--- config.mk ---
export PLATFORM = sky130hd
export DESIGN_NAME = terminal_text_layout_filter_flat
export DESIGN_NICKNAME = d
export VERILOG_FILES = /design/src/rtl/ttl_pkg.sv /design/src/rtl/ttl_if.sv /design/src/rtl/ttl_step.sv /design/src/rtl/ttl_out_fifo.sv /design/src/rtl/terminal_text_layout_filter.sv /design/src/flat_wrapper.sv
export SDC_FILE = /design/constraint.sdc
export NUM_CORES = 1
export LEC_CHECK = 0
export BUFFER_PORTS_ARGS = -buffer_cell sky130_fd_sc_hd__buf_2
export CAP_MARGIN = 0
export CELL_PAD_IN_SITES_DETAIL_PLACEMENT = 2
export CELL_PAD_IN_SITES_GLOBAL_PLACEMENT = 2
export CORE_MARGIN = 3
export CORE_UTILIZATION = 44
export DETAILED_ROUTE_END_ITERATION = 6
export PLACE_DENSITY = 0.88
export SLEW_MARGIN = 0
export SYNTH_ARGS = -nofsm -noshare
export SYNTH_HDL_FRONTEND = slang
export SYNTH_HIERARCHICAL = 1
export SYNTH_SLANG_ARGS = --single-unit
export TNS_END_PERCENT = 50
--- constraint.sdc ---
create_clock -name clk -period 9.4 [get_ports clk]
set_input_delay 0.47 -clock clk [delete_from_list [all_inputs] [get_ports clk]]
set_output_delay 0.47 -clock clk [all_outputs]
set_load 0.01 [all_outputs]
--- src/rtl/ttl_pkg.sv ---
// shared types and constants of the terminal text layout filter
// no dependencies; imported by every other file of the block
package ttl_pkg;

	// default layout limits, handed down from the top level
	localparam int MAX_LINES_DEF   = 8;
	localparam int MAX_COLUMNS_DEF = 64;

	// field widths of the beats
	localparam int BYTE_W   = 8;
	localparam int CP_W     = 21;
	localparam int LINE_IDX_W = 3;
	localparam int COL_IDX_W  = 6;

	// configuration port
	localparam int CFG_DATA_W = 7;
	localparam int CFG_COLS_W = 7;
	localparam int CFG_LINES_W = 4;

	localparam logic CFG_IDX_COLUMNS = 1'b0;
	localparam logic CFG_IDX_LINES   = 1'b1;

	localparam logic [CFG_COLS_W-1:0]  COLS_RESET  = 7'd25;
	localparam logic [CFG_LINES_W-1:0] LINES_RESET = 4'd4;

	// event kinds
	localparam logic EV_GLYPH = 1'b0;
	localparam logic EV_CLEAR = 1'b1;

	localparam logic [CP_W-1:0] CP_REPLACEMENT = 21'h00FFFD;

	// output queue
	localparam int OUTQ_DEPTH = 4;
	localparam int OUTQ_PTR_W = 2;
	localparam int OUTQ_CNT_W = 3;

	typedef struct packed {
		logic                  event_kind;
		logic [CP_W-1:0]       code_point;
		logic [LINE_IDX_W-1:0] line_index;
		logic [COL_IDX_W-1:0]  column_index;
	} result_t;

	// results of one byte: zero, one or two
	typedef struct packed {
		logic [1:0] n_results;
		result_t    first;
		result_t    second;
	} step_out_t;

endpackage

--- src/rtl/ttl_if.sv ---
// handshake channels of the terminal text layout filter
// depends on ttl_pkg for the field widths
interface ttl_byte_if import ttl_pkg::*; ();
	logic              valid;
	logic              ready;
	logic [BYTE_W-1:0] text_byte;

	modport source(output valid, output text_byte, input ready);
	modport sink(input valid, input text_byte, output ready);
endinterface

interface ttl_event_if import ttl_pkg::*; ();
	logic                  valid;
	logic                  ready;
	logic                  event_kind;
	logic [CP_W-1:0]       code_point;
	logic [LINE_IDX_W-1:0] line_index;
	logic [COL_IDX_W-1:0]  column_index;

	modport source(output valid, output event_kind, output code_point,
		output line_index, output column_index, input ready);
	modport sink(input valid, input event_kind, input code_point,
		input line_index, input column_index, output ready);
endinterface

--- src/rtl/ttl_step.sv ---
// per-byte escape stripping, utf-8 decoding and layout, with the layout state
// depends on ttl_pkg
module ttl_step import ttl_pkg::*; #(
	parameter int MAX_LINES   = MAX_LINES_DEF,
	parameter int MAX_COLUMNS = MAX_COLUMNS_DEF
) (
	input  logic                   clk,
	input  logic                   arst_n,
	input  logic                   fire,
	input  logic [BYTE_W-1:0]      text_byte,
	input  logic [CFG_COLS_W-1:0]  columns_per_line,
	input  logic [CFG_LINES_W-1:0] lines_in_use,
	output step_out_t              res
);

	localparam int LW = $clog2(MAX_LINES + 1);
	localparam int CW = $clog2(MAX_COLUMNS + 1);

	localparam logic [1:0] MODE_PLAIN = 2'd0;
	localparam logic [1:0] MODE_ESC   = 2'd1;
	localparam logic [1:0] MODE_CSI   = 2'd2;

	logic [1:0]      mode_q, mode_d;
	logic            saw2_q, saw2_d;
	logic [CP_W-1:0] partial_q, partial_d, partial_n;
	logic [1:0]      expect_q, expect_d;
	logic [LW-1:0]   line_q, line_d, line_w, llim;
	logic [CW-1:0]   col_q, col_d, col_w, clim;
	logic            skip_q, skip_d;
	logic            ended_q, ended_d;

	logic            clear, newline, place_a, place_b, cont;
	logic [CP_W-1:0] cp_a, cp_b, cpx;
	logic [7:0]      b;

	assign b = text_byte;

	assign clim = (8'(columns_per_line) < 8'(MAX_COLUMNS)) ?
		CW'(columns_per_line) : CW'(MAX_COLUMNS);
	assign llim = (5'(lines_in_use) < 5'(MAX_LINES)) ?
		LW'(lines_in_use) : LW'(MAX_LINES);

	assign partial_n = {partial_q[CP_W-7:0], b[5:0]};

	// parse the byte
	always_comb begin
		mode_d    = mode_q;
		saw2_d    = saw2_q;
		partial_d = partial_q;
		expect_d  = expect_q;
		skip_d    = skip_q;
		ended_d   = ended_q;
		clear     = 1'b0;
		newline   = 1'b0;
		place_a   = 1'b0;
		place_b   = 1'b0;
		cont      = 1'b0;
		cp_a      = CP_REPLACEMENT;
		cp_b      = CP_W'(b);
		if (fire) begin
			case (mode_q)
				MODE_ESC: begin
					if (b == 8'h5B) begin
						mode_d = MODE_CSI;
						saw2_d = 1'b0;
					end else if (b == 8'h63) begin
						clear = 1'b1;
					end else begin
						mode_d = MODE_PLAIN;
					end
				end
				MODE_CSI: begin
					if (b < 8'h40) begin
						if (b == 8'h32) saw2_d = 1'b1;
					end else begin
						mode_d = MODE_PLAIN;
						if ((b inside {8'h48, 8'h66}) || (b == 8'h4A && saw2_q))
							clear = 1'b1;
					end
				end
				default: begin
					if (b == 8'h1B) begin
						mode_d = MODE_ESC;
						skip_d = 1'b0;
					end else if (skip_q && (b inside {8'h0A, 8'h0D})) begin
						skip_d = 1'b1;
					end else begin
						skip_d = 1'b0;
						if (!ended_q) begin
							if (expect_q != 2'd0) begin
								if (b[7:6] == 2'b10) begin
									cont     = 1'b1;
									expect_d = expect_q - 2'd1;
									if (expect_q == 2'd1) begin
										place_a   = 1'b1;
										cp_a      = partial_n;
										partial_d = '0;
									end else begin
										partial_d = partial_n;
									end
								end else begin
									// broken sequence, then decode this byte afresh
									place_a   = 1'b1;
									expect_d  = 2'd0;
									partial_d = '0;
								end
							end
							if (!cont) begin
								if (b == 8'h00) begin
									ended_d = 1'b1;
								end else if (b == 8'h0A) begin
									newline = 1'b1;
								end else if (b < 8'h80) begin
									place_b = 1'b1;
								end else if (b[7:5] == 3'b110) begin
									partial_d = CP_W'(b[4:0]);
									expect_d  = 2'd1;
								end else if (b[7:4] == 4'b1110) begin
									partial_d = CP_W'(b[3:0]);
									expect_d  = 2'd2;
								end else if (b[7:3] == 5'b11110) begin
									partial_d = CP_W'(b[2:0]);
									expect_d  = 2'd3;
								end else begin
									place_b = 1'b1;
									cp_b    = CP_REPLACEMENT;
								end
							end
						end
					end
				end
			endcase
		end
	end

	// place glyphs against the limits
	always_comb begin
		res    = '0;
		line_w = line_q;
		col_w  = col_q;
		cpx    = '0;
		if (clear) begin
			res.n_results        = 2'd1;
			res.first.event_kind = EV_CLEAR;
			line_w = '0;
			col_w  = '0;
		end else begin
			if (place_a && cp_a != 21'h0D) begin
				cpx = (cp_a == 21'h09) ? 21'h20 : cp_a;
				if (line_w < llim && col_w < clim) begin
					res.n_results   = 2'd1;
					res.first.event_kind   = EV_GLYPH;
					res.first.code_point   = cpx;
					res.first.line_index   = LINE_IDX_W'(line_w);
					res.first.column_index = COL_IDX_W'(col_w);
					col_w = col_w + CW'(1);
				end
			end
			if (newline) begin
				if (line_w < llim) line_w = line_w + LW'(1);
				col_w = '0;
			end
			if (place_b && cp_b != 21'h0D) begin
				cpx = (cp_b == 21'h09) ? 21'h20 : cp_b;
				if (line_w < llim && col_w < clim) begin
					if (res.n_results == 2'd0) begin
						res.first.event_kind   = EV_GLYPH;
						res.first.code_point   = cpx;
						res.first.line_index   = LINE_IDX_W'(line_w);
						res.first.column_index = COL_IDX_W'(col_w);
					end else begin
						res.second.event_kind   = EV_GLYPH;
						res.second.code_point   = cpx;
						res.second.line_index   = LINE_IDX_W'(line_w);
						res.second.column_index = COL_IDX_W'(col_w);
					end
					res.n_results = res.n_results + 2'd1;
					col_w = col_w + CW'(1);
				end
			end
		end
		line_d = line_w;
		col_d  = col_w;
	end

	always_ff @(posedge clk or negedge arst_n) begin
		if (!arst_n) begin
			mode_q    <= MODE_PLAIN;
			saw2_q    <= 1'b0;
			partial_q <= '0;
			expect_q  <= 2'd0;
			line_q    <= '0;
			col_q     <= '0;
			skip_q    <= 1'b1;
			ended_q   <= 1'b0;
		end else if (clear) begin
			mode_q    <= MODE_PLAIN;
			saw2_q    <= 1'b0;
			partial_q <= '0;
			expect_q  <= 2'd0;
			line_q    <= '0;
			col_q     <= '0;
			skip_q    <= 1'b1;
			ended_q   <= 1'b0;
		end else begin
			mode_q    <= mode_d;
			saw2_q    <= saw2_d;
			partial_q <= partial_d;
			expect_q  <= expect_d;
			line_q    <= line_d;
			col_q     <= col_d;
			skip_q    <= skip_d;
			ended_q   <= ended_d;
		end
	end

endmodule

--- src/rtl/ttl_out_fifo.sv ---
// small result queue: takes up to two results a cycle, gives one beat a cycle while the sink is ready
// depends on ttl_pkg and ttl_if
module ttl_out_fifo import ttl_pkg::*; (
	input  logic          clk,
	input  logic          arst_n,
	input  step_out_t     push,
	output logic          room,
	ttl_event_if.source   events
);

	result_t                entry_q [OUTQ_DEPTH];
	logic [OUTQ_PTR_W-1:0]  wr_q, rd_q, wr_next;
	logic [OUTQ_CNT_W-1:0]  cnt_q;
	logic                   pop;
	result_t                head;

	assign wr_next = wr_q + OUTQ_PTR_W'(1);
	// room for two whatever the sink does this cycle
	assign room = cnt_q <= OUTQ_CNT_W'(OUTQ_DEPTH - 2);
	assign pop  = events.valid && events.ready;
	assign head = entry_q[rd_q];

	assign events.valid        = cnt_q != '0;
	assign events.event_kind   = head.event_kind;
	assign events.code_point   = head.code_point;
	assign events.line_index   = head.line_index;
	assign events.column_index = head.column_index;

	always_ff @(posedge clk) begin
		if (push.n_results != 2'd0) entry_q[wr_q] <= push.first;
		if (push.n_results == 2'd2) entry_q[wr_next] <= push.second;
	end

	always_ff @(posedge clk or negedge arst_n) begin
		if (!arst_n) begin
			wr_q  <= '0;
			rd_q  <= '0;
			cnt_q <= '0;
		end else begin
			wr_q  <= wr_q + OUTQ_PTR_W'(push.n_results);
			if (pop) rd_q <= rd_q + OUTQ_PTR_W'(1);
			cnt_q <= cnt_q + OUTQ_CNT_W'(push.n_results) - OUTQ_CNT_W'(pop);
		end
	end

endmodule

--- src/rtl/terminal_text_layout_filter.sv ---
// terminal text layout filter: bytes in, glyph placements and clear events out
// a byte accepted into the input register passes the step logic once the queue has room, then waits in the result queue
// throughput: one byte per cycle while the queue has room; a byte with two results costs one extra output beat
// the rate is set by the single input register feeding the step logic
// reset (arst_n low) empties the queue, restores 25 columns and 4 lines, plain text mode
// depends on ttl_pkg, ttl_if, ttl_step and ttl_out_fifo
module terminal_text_layout_filter import ttl_pkg::*; #(
	parameter int MAX_LINES   = MAX_LINES_DEF,
	parameter int MAX_COLUMNS = MAX_COLUMNS_DEF
) (
	input  logic                  clk,
	input  logic                  arst_n,
	input  logic                  cfg_we,
	input  logic                  cfg_index,
	input  logic [CFG_DATA_W-1:0] cfg_data,
	ttl_byte_if.sink              text,
	ttl_event_if.source           events
);

	// configuration registers, unused high bits dropped on write
	logic [CFG_COLS_W-1:0]  cols_q;
	logic [CFG_LINES_W-1:0] lines_q;

	// input stage: one byte waiting for the step logic
	logic              valid_s1;
	logic [BYTE_W-1:0] byte_s1;

	logic      room;
	logic      advance;
	logic      take;
	step_out_t step_res;

	// the byte in the stage is processed once the queue can hold both results
	assign advance    = valid_s1 && room;
	// a new beat enters while the old one leaves, so bytes flow back to back while the queue has room
	assign text.ready = !valid_s1 || room;
	assign take       = text.valid && text.ready;

	always_ff @(posedge clk or negedge arst_n) begin
		if (!arst_n) begin
			cols_q  <= COLS_RESET;
			lines_q <= LINES_RESET;
		end else if (cfg_we) begin
			case (cfg_index)
				CFG_IDX_COLUMNS: cols_q  <= cfg_data[CFG_COLS_W-1:0];
				CFG_IDX_LINES:   lines_q <= cfg_data[CFG_LINES_W-1:0];
				default:         cols_q  <= cols_q;
			endcase
		end
	end

	always_ff @(posedge clk or negedge arst_n) begin
		if (!arst_n) begin
			valid_s1 <= 1'b0;
		end else if (take) begin
			valid_s1 <= 1'b1;
		end else if (advance) begin
			valid_s1 <= 1'b0;
		end
	end

	// payload needs no reset
	always_ff @(posedge clk) begin
		if (take) byte_s1 <= text.text_byte;
	end

	// escape stripping, decoding and layout in one pass; the state lives here
	ttl_step #(
		.MAX_LINES   (MAX_LINES),
		.MAX_COLUMNS (MAX_COLUMNS)
	) u_step (
		.clk              (clk),
		.arst_n           (arst_n),
		.fire             (advance),
		.text_byte        (byte_s1),
		.columns_per_line (cols_q),
		.lines_in_use     (lines_q),
		.res              (step_res)
	);

	// result queue parts the step logic from a stalling sink
	ttl_out_fifo u_out_fifo (
		.clk    (clk),
		.arst_n (arst_n),
		.push   (step_res),
		.room   (room),
		.events (events)
	);

endmodule
--- src/flat_wrapper.sv ---
// flat-port wrapper written by rule: the top's interface ports become plain ports
module terminal_text_layout_filter_flat import ttl_pkg::*;
#(
	parameter int MAX_LINES   = MAX_LINES_DEF,
	parameter int MAX_COLUMNS = MAX_COLUMNS_DEF
)
  (clk, arst_n, cfg_we, cfg_index, cfg_data, text_valid, text_text_byte, text_ready, events_valid, events_event_kind, events_code_point, events_line_index, events_column_index, events_ready);
  ttl_byte_if text_i ();
  ttl_event_if events_i ();
  input  logic clk;
  input  logic arst_n;
  input  logic cfg_we;
  input  logic cfg_index;
  input  logic [CFG_DATA_W-1:0] cfg_data;
  input wire logic [$bits(text_i.valid)-1:0] text_valid;
  input wire logic [$bits(text_i.text_byte)-1:0] text_text_byte;
  output wire logic [$bits(text_i.ready)-1:0] text_ready;
  output wire logic [$bits(events_i.valid)-1:0] events_valid;
  output wire logic [$bits(events_i.event_kind)-1:0] events_event_kind;
  output wire logic [$bits(events_i.code_point)-1:0] events_code_point;
  output wire logic [$bits(events_i.line_index)-1:0] events_line_index;
  output wire logic [$bits(events_i.column_index)-1:0] events_column_index;
  input wire logic [$bits(events_i.ready)-1:0] events_ready;
  assign text_i.valid = text_valid;
  assign text_i.text_byte = text_text_byte;
  assign text_ready = text_i.ready;
  assign events_valid = events_i.valid;
  assign events_event_kind = events_i.event_kind;
  assign events_code_point = events_i.code_point;
  assign events_line_index = events_i.line_index;
  assign events_column_index = events_i.column_index;
  assign events_i.ready = events_ready;
  terminal_text_layout_filter #(.MAX_LINES(MAX_LINES), .MAX_COLUMNS(MAX_COLUMNS)) u_core (.clk(clk), .arst_n(arst_n), .cfg_we(cfg_we), .cfg_index(cfg_index), .cfg_data(cfg_data), .text(text_i), .events(events_i));
endmodule
---- After elaboration in Yosys (flattened, before gate mapping) ----
Memory sizes are Yosys's and may differ from the RTL's.
Index checks and enable logic that the tools add are counted.
word-level totals
  logic and storage cells ................. 245
  input bits .............................. 21
  register bits after elaboration ......... 66
  memories ................................ 1
  output and inout port bits .............. 33
  bits in writable memories ............... 124
operators by class
  reduce and logical (&&, ||, !) cells .... 31
  $lt $le $gt $ge ......................... 9
  multiplexer cells ....................... 148
  add/subtract/negate cells ............... 10
  equality and inequality tests ........... 30
  bitwise logic cells ..................... 1
memories
  memory                     words  bits a word  rd ports  clocked after memory_dff  write ports  RTL line            RTL
  u_core.u_out_fifo.entry_q  4      31           1         0                         2            ttl_out_fifo.sv:11  result_t entry_q [OUTQ_DEPTH];
operators by type and width
  operator                                                 number
  two-way mux 21 bit                                       26
  two-way mux 16 bit                                       12
  two-way mux 64 bit                                       2
  two-way mux 1 bit                                        64
  two-way mux 32 bit                                       2
  two-way mux 61 bit                                       1
  two-way mux 7 bit                                        8
  == test 21 x 4 -> 1 bit (second input constant)          2
  two-way mux 2 bit                                        21
  inequality test 21 x 4 -> 1 bit (second input constant)  2
  == test 8 x 7 -> 1 bit (second input constant)           5
  two-way mux 33 bit                                       1
  two-way mux 31 bit                                       1
  two-way mux 30 bit                                       1
  two-way mux 4 bit                                        5
  == test 8 x 4 -> 1 bit (second input constant)           2
  adder 7 x 1 -> 7 bit (second input constant)             2
  less-than comparator 7 bit                               2
  inequality test 3 bit (second input constant)            4
  nonzero test 2 bit                                       6
  AND reduction 5 bit                                      2
  logical AND 1 bit                                        9
  == test 8 x 5 -> 1 bit (second input constant)           1
  == test 8 x 6 -> 1 bit (second input constant)           1
  other kinds (33)                                         47

---- Longest topological paths before layout ----
Gate-level depths: netlist (run 1).
  word-level depth ........................ 24
  gate-level depth with buffers ........... 26
  mapped depth without buffers ............ 24

---- Cells and area by module ----
The synthesis (run 1) kept the hierarchy.
modules (own cells, without submodules)
  module                       area each (um^2)  sequential area each (um^2)  instances  cells each
  ttl_out_fifo                 6692.7            3898.7                       1          340
  ttl_step                     3582.2            827.0                        1          454
  terminal_text_layout_filter  749.5             545.5                        1          38

---- Worst setup path before layout (run 1) ----
No wires, ideal clock.
  path type ............................... reg2reg
  start ................................... register u_core.u_step.mode_q[0]
  end ..................................... memory u_core/u_out_fifo/entry_q[0][0] (netlist name) (enable)
  library setup time ...................... 0.462 ns
  buffers on the path ..................... 2
  stages on the path, launching flop included .. 23
  data arrival time ....................... 7.017 ns
  slack ................................... 1.921 ns
  clock period less this slack ............ 7.479 ns
  data required time ...................... 8.938 ns
  cell sequence ........................... dfrtp_1 -> inv_1 -> ha_1 -> clkbuf_1 -> nand2_1 -> a311o_1 -> a2111o_2 -> a2111oi_2 -> buf_2 -> nand2_1 -> mux2_2 -> ha_1 -> a21oi_1 -> nor2b_1 -> o21ai_0 -> and3_1 -> a41oi_1 -> nor3_1 -> ha_1 -> mux2i_1 -> o21ai_0 -> o21bai_1 -> o21ai_0
RTL lines
  item                    RTL line            RTL
  from (decl)             ttl_step.sv:23      logic [1:0] mode_q, mode_d;
  from (signal assigned)  ttl_step.sv:206     mode_q <= mode_d;
  to (decl)               ttl_out_fifo.sv:11

==> flow_metrics.tcl, run 1 <==
set metrics [dict create \
    status "finished, final reports clean" \
    syn_to_final_growth_pct 9.352 \
    fin_util 0.4928 \
    post-route-cell-area_sq_um 12060 \
    ant_nets 0 \
    chipHeight_microns 164.3 \
    grt_use_total 0.2486 \
    wl_per_cell_microns 26.92 \
    grt_use_met1 0.3282 \
    clock-sinks 184 \
    die_w_microns 164.3 \
    clkLatencyLatePin_ns 0.44 \
    criticalPathCategory "flop to flop" \
    antenna_cells 0 \
    cts_hold_buf 0 \
    hpwl_mm 21.82 \
    ys_ff_latch 184 \
    grt_pass1_wl_mm 50.50 \
    whs_ns 0.1568 \
    cts_setup_buffers 0 \
    synth_area_per_cell_sq_um 13.25 \
    rows 57 \
    nNetsFinal 916 \
    path_cells "inv_1 -> ha_1 -> nand2_1 -> a311o_1 -> a2111o_2 -> a2111oi_0 -> xor2_1 -> o21ai_0 -> inv_1 -> ha_1 -> nor2b_1 -> o21ai_0 -> and3_1 -> a41oi_1 -> nor3_1 -> ha_1 -> mux2i_1 -> o21ai_0 -> buf_4 -> nor4b_4 -> buf_4 -> mux2_4" \
    cts-root-buf "clkbuf_16" \
    hold_viol_final 0 \
    cts_buffers 17 \
    cpMaxStageDelayCell "nor4b_4" \
    critPathTopFamily "compound AO/OA/AOI/OAI gates" \
    setup_ws_ns 2.084 \
    start_kind "flop" \
    synth_ff_type "edfxtp_1" \
    fmax_mhz 136.7 \
    setup.worst_path.end_class "flop" \
    fin_skew_ns 0.01420 \
    ff2ff_setup_slack_ns 2.08 \
    synth_area_leaders "edfxtp_1, dfrtp_1, mux2_4" \
    multi_input_area_sq_um 5266 \
    crit_arrival_ns 7.51 \
    cap_viol_max_count 0 \
    htree_levels 4 \
    hold_class "input port to asynchronous set/reset pin" \
    leakage_nw 4.709 \
    seqCellArea_sq_um 5273 \
    yosys.area.top_type "edfxtp_1" \
    cts_max_path_buffers 2 \
    peakVddDrop_mv 0.1557 \
    post-route-period-util 0.7783 \
    vias_per_cell 6.061 \
    cts_resized 0 \
    tightest_slew_ns 1.227 \
    required_ns 9.60 \
    grt_most_used_layer "met2" \
    rsz0062_at_grt "false" \
    yosysTopAreaCellShare 0.3596 \
    async_flop_share 0.2826 \
    tns_ns 0 \
    io_pins 54 \
    vias 7273 \
    grtUsageMet3 0.04161 \
    drt_iter0_markers 497 \
    final_layout_size_suffix_gt1_frac 0.3516 \
    overflow 0 \
    initial_utilization 0.4507 \
    r2r_start "u_core/u_step/mode_q[0]$_DFFE_PN0P_" \
    synth_edf_count 132 \
    slowest_delay_ns 1.00 \
    drv_slew 0 \
    grt_max_degree 53 \
    placed_cell_area_sq_um 11450 \
    place_ws_ns 2.175 \
    grt_pass1_vias 8121 \
    seq_area_frac_synth 0.4782 \
    cts_tree "built" \
    setup_viol 0 \
    yosys_warnings 6 \
    synthCells 832 \
    period_minus_slack_ns 7.316 \
    synth_area_sq_um 11020 \
    drcViolationCount 0 \
    antenna_found_initial 0 \
    core_area_sq_um 24460 \
    die_area_sq_um 26990 \
    crit_buf_inv 4 \
    place_congestion 0.7916 \
    p_per_area_nw_per_um2 289.6 \
    crit_fanout 12 \
    cts.clk_slew.worst_paths_ns 0.08 \
    cp-startpoint "u_core/u_step/mode_q[0]$_DFFE_PN0P_" \
    wirelength_mm 32.30 \
    grtUsageMet2 0.4322 \
    yosysUniqueCellTypes 83 \
    numPortBuffers 53 \
    firstDrtPassIters 5 \
    num-fill-cells 2347 \
    max-slew-margin-rel 0.1788 \
]
logic make-up (layout without fill, tap and decap cells):
kind of cell / count (synthesis) / count (layout) / share of synthesized area
mux: 176 / 176 / 0.2332
compound gates: 110 / 110 / 0.07684
buf+inv: 93 / 132 / 0.04892
xor+xnor: 14 / 14 / 0.01112
other cells: 1 / 6 / 0.0003402
simple gates: 222 / 222 / 0.1144
flops: 184 / 184 / 0.4782
fa+ha+maj: 32 / 32 / 0.03700
report_power, final:
group	total (mW)	internal (mW)	switching, mW
Sequential	1.30	1.13	0.168
Combinational	1.47	0.640	0.826
Clock	0.731	0.360	0.371
final timing paths:
path,end,cells after the start
worst max-delay path,u_core/u_out_fifo/entry_q[1][24]$_DFFE_PP_,22
worst min-delay path,u_core/lines_q[0]$_DFFE_PN0P_,2
worst max register to register,u_core/u_out_fifo/entry_q[1][24]$_DFFE_PP_,22
worst min register to register,u_core/u_out_fifo/rd_q[0]$_DFFE_PN0P_,1
max in group asynchronous,u_core/u_out_fifo/rd_q[0]$_DFFE_PN0P_,2
min in group clk,u_core/byte_s1[7]$_DFFE_PP_,1
stage by stage:
stage | total power, mW | instances
6_report | 3.492 | 1200
5_1_grt | 3.676 | 1200
4_1_cts | 3.513 | 1200
3_5_place_dp | 2.749 | 1168
3_3_place_gp | 2.634 | 1168
2_1_floorplan | 2.244 | 837
registers in the layout, indices dropped and copies added (netlist names):
signal and flops:
u_core/byte_s1 8, u_core/cols_q 7, u_core/lines_q 4, u_core/u_out_fifo/cnt_q 3
u_core/u_out_fifo/entry_q 124, u_core/u_out_fifo/rd_q 2, u_core/u_out_fifo/wr_q 2, u_core/u_step/col_q 7
u_core/u_step/ended_q 1, u_core/u_step/expect_q 2, u_core/u_step/line_q 4, u_core/u_step/mode_q 2
u_core/u_step/partial_q 15, u_core/u_step/saw2_q 1, u_core/u_step/skip_q 1, u_core/valid_s1 1
cells in the final DEF, fill, tap and decap left out, types with 17 or more instances in the layout:
cell,n
nand2_1,33
edfxtp_1,132
clkbuf_16,17
inv_1,29
buf_4,18
buf_2,53
mux4_2,31
a21oi_1,18
o21ai_0,20
mux2_4,66
mux2_2,71
nor2b_1,17
dfrtp_1,46
ha_1,31
nor2_1,57
synthesized netlist by cell type (all sizes together) (4+ instances only):
cell type and instances:
nor3b 8, inv 29, mux2i 6, dfrtp 47, ha 31, and2 8
dfstp 5, o21ai 21, nand3b 4, edfxtp 132, o31ai 8, nor2b 18
xor2 4, nand3 13, mux4 31, nor2 59, nand2 33, a2111oi 8
buf 44, nor4 5, a22o 11, a21oi 19, nand2b 7, and3 13
nor4b 7, o32ai 4, mux2 139, clkbuf 20, nand4b 5, nand4 8
a211oi 4, nor3 10, or2 8, xnor2 10
area by class of cell:
cell class                 count  area share
sequential                   184      0.4374
multi-input combinational    560      0.4368
clock buffer                  17     0.03529
tap                          324     0.03363
timing repair buffer          71     0.03321
clock inverter                15     0.01463
inverter                      29    0.009030
layer usage:
layer,up-vias,part of all wire
li1,3224,-
met1,3873,0.44
met2,150,0.51
met3,26,0.034
met4,0,0.010
met5,-,0
No activity file was read; power rests on OpenSTA's default activity.
==> run 2: changes to the inputs <==
- clock period: 9.4 -> 7.05 ns (I/O delays scaled with it)
==> flow_metrics.tcl, run 2 (synthesis gave the netlist of run 1 again) <==
set metrics [dict create \
    final_layout_size_suffix_gt1_frac 0.3575 \
    htree_levels 4 \
    core_area_sq_um 24460 \
    crit_buf_inv 2 \
    critPathTopFamily "compound AO/OA/AOI/OAI gates" \
    cts_hold_buf 0 \
    rsz0062_at_grt "false" \
    period_minus_slack_ns 6.591 \
    antenna_cells 0 \
    vias 7420 \
    post-route-cell-area_sq_um 12200 \
    clock-sinks 184 \
    cap_viol_max_count 0 \
    max-slew-margin-rel 0.2361 \
    cts_buffers 17 \
    nNetsFinal 924 \
    largest_reg_flops 124 \
    die_area_sq_um 26990 \
    sw_frac_of_total 0.3952 \
    setup_viol 0 \
    path_cells "a21oi_1 -> and2_1 -> nand2_1 -> a311o_1 -> a2111o_2 -> a2111oi_0 -> xor2_1 -> o21ai_0 -> inv_1 -> ha_1 -> nor2b_1 -> o21ai_0 -> and3_1 -> a41oi_1 -> nor3_1 -> ha_1 -> mux2i_1 -> o21ai_0 -> buf_4 -> and4bb_4 -> mux2_2" \
    most-common-layout-cells "edfxtp_1, mux2_2, mux2_4, nor2_1, buf_2" \
    r2r_cells 21 \
    multi_input_area_sq_um 5281 \
    hold_viol_final 0 \
    drcViolationCount 0 \
    cts-root-buf "clkbuf_16" \
    setup.worst_path.end_class "flop" \
    fin_util 0.4986 \
    whs_ns 0.04997 \
    peakVddDrop_mv 0.1674 \
    placed_cell_area_sq_um 11550 \
    tightest_slew_ns 1.146 \
    wirelength_mm 32.91 \
    io_pins 54 \
    clkPwrFrac 0.219 \
    largestRegisters "u_core/u_out_fifo/entry_q: 124 flops, u_core/u_step/partial_q: 15 flops, u_core/byte_s1: 8 flops" \
    slowest_delay_ns 0.76 \
    combPwrFrac 0.422 \
    ff2ff_setup_slack_ns 0.46 \
    status "finished, final reports clean" \
    grt_pass1_vias 8161 \
    regMostFlops "u_core/u_out_fifo/entry_q" \
    seqCellArea_sq_um 5273 \
    num-fill-cells 2344 \
    start_kind "flop" \
    drv_slew 0 \
    post-route-period-util 0.9348 \
    p_sw_mw 1.873 \
    required_ns 7.23 \
    cts.clk_slew.worst_paths_ns 0.08 \
    crit_arrival_ns 6.77 \
    leakage_nw 4.786 \
    drt_iter0_markers 586 \
    vias_per_cell 6.142 \
    cpMaxStageDelayCell "and4bb_4" \
    fin_skew_ns 0.01557 \
    numPortBuffers 53 \
    antenna_found_initial 1 \
    firstDrtPassIters 5 \
    r2r_start "u_core/u_out_fifo/cnt_q[0]$_DFF_PN0_" \
    reg2reg_to "u_core/u_out_fifo/entry_q[3][16]$_DFFE_PP_" \
    initial_utilization 0.4507 \
    overflow 0 \
    power_frac_seq 0.359 \
    rows 57 \
    chipHeight_microns 164.3 \
    grt_max_degree 53 \
    ant_nets 0 \
    tns_ns 0 \
    cp_common_cell "o21ai_0" \
    fin_total_pwr_mw 4.739 \
    cts_tree "built" \
    p_per_area_nw_per_um2 388.5 \
    grt_pass1_wl_mm 51.36 \
    criticalPathCategory "flop to flop" \
    syn_to_final_growth_pct 10.65 \
    p_int_mw 2.866 \
    die_w_microns 164.3 \
    fmax_mhz 151.7 \
    mostFrequentLayoutCell "edfxtp_1" \
    hold_class "input port to asynchronous set/reset pin" \
    crit_fanout 31 \
    wl_per_cell_microns 27.24 \
    grt_use_total 0.2537 \
    clkLatencyLatePin_ns 0.44 \
    place_congestion 0.8430 \
    hpwl_mm 22.05 \
    cts_max_path_buffers 2 \
]
[run 2: layout make-up]
cell class | count | area share
clock buffers | 17 | 0.03488
clock inverters | 15 | 0.01662
inverters | 29 | 0.008924
multi-input cells | 560 | 0.4330
flip-flops and latches | 184 | 0.4323
well taps | 324 | 0.03323
repair buffers | 79 | 0.04113
[run 2: worst max-delay path by stage]
stage,endpoint,cells past startpoint,from
final,u_core/u_out_fifo/entry_q[3][16]$_DFFE_PP_,21,u_core/u_out_fifo/cnt_q[0]$_DFF_PN0_
after global routing,u_core/u_out_fifo/entry_q[3][16]$_DFFE_PP_,21,u_core/u_out_fifo/cnt_q[0]$_DFF_PN0_
after CTS,u_core/u_out_fifo/entry_q[2][30]$_DFFE_PP_,22,u_core/u_out_fifo/cnt_q[0]$_DFF_PN0_
after detailed placement,u_core/u_out_fifo/entry_q[2][0]$_DFFE_PP_,22,u_core/u_out_fifo/cnt_q[0]$_DFF_PN0_
after global placement,u_core/u_out_fifo/entry_q[2][30]$_DFFE_PP_,22,u_core/u_out_fifo/cnt_q[0]$_DFF_PN0_
after floorplan,u_core/u_out_fifo/entry_q[2][0]$_DFFE_PP_,22,u_core/u_step/mode_q[0]$_DFFE_PN0P_
[run 2: power by group through the flow]
| stage | combinational [mW] | sequential (mW) | clock (mW) |
|---|---|---|---|
| after global placement | 1.84 | 1.69 | 0 |
| final | 2.00 | 1.70 | 1.04 |
| after floorplan | 1.38 | 1.61 | 0 |
| after global routing | 2.16 | 1.73 | 1.09 |
| after detailed placement | 1.96 | 1.72 | 0 |
| after CTS | 2.00 | 1.70 | 1.06 |
[run 2: metal layers]
layer,up-vias,part of all wire,GRT usage
met2,196,0.51,0.4365
met4,2,0.016,0.06344
met5,-,0.00030,0
met3,42,0.033,0.03405
li1,3237,-,-
met1,3943,0.44,0.3396
[run 2: through the flow]
stage,instances,setup WS [ns]
final,1208,0.4595
after global routing,1208,0.02663
after CTS,1208,0.3747
after detailed placement,1176,0.5170
after global placement,1176,0.8006
after floorplan,837,0.3350
[run 2: timing repair]
item,CTS,global route
buffers inserted,0,0
resized for setup,0,3
setup endpoints to repair,0,45
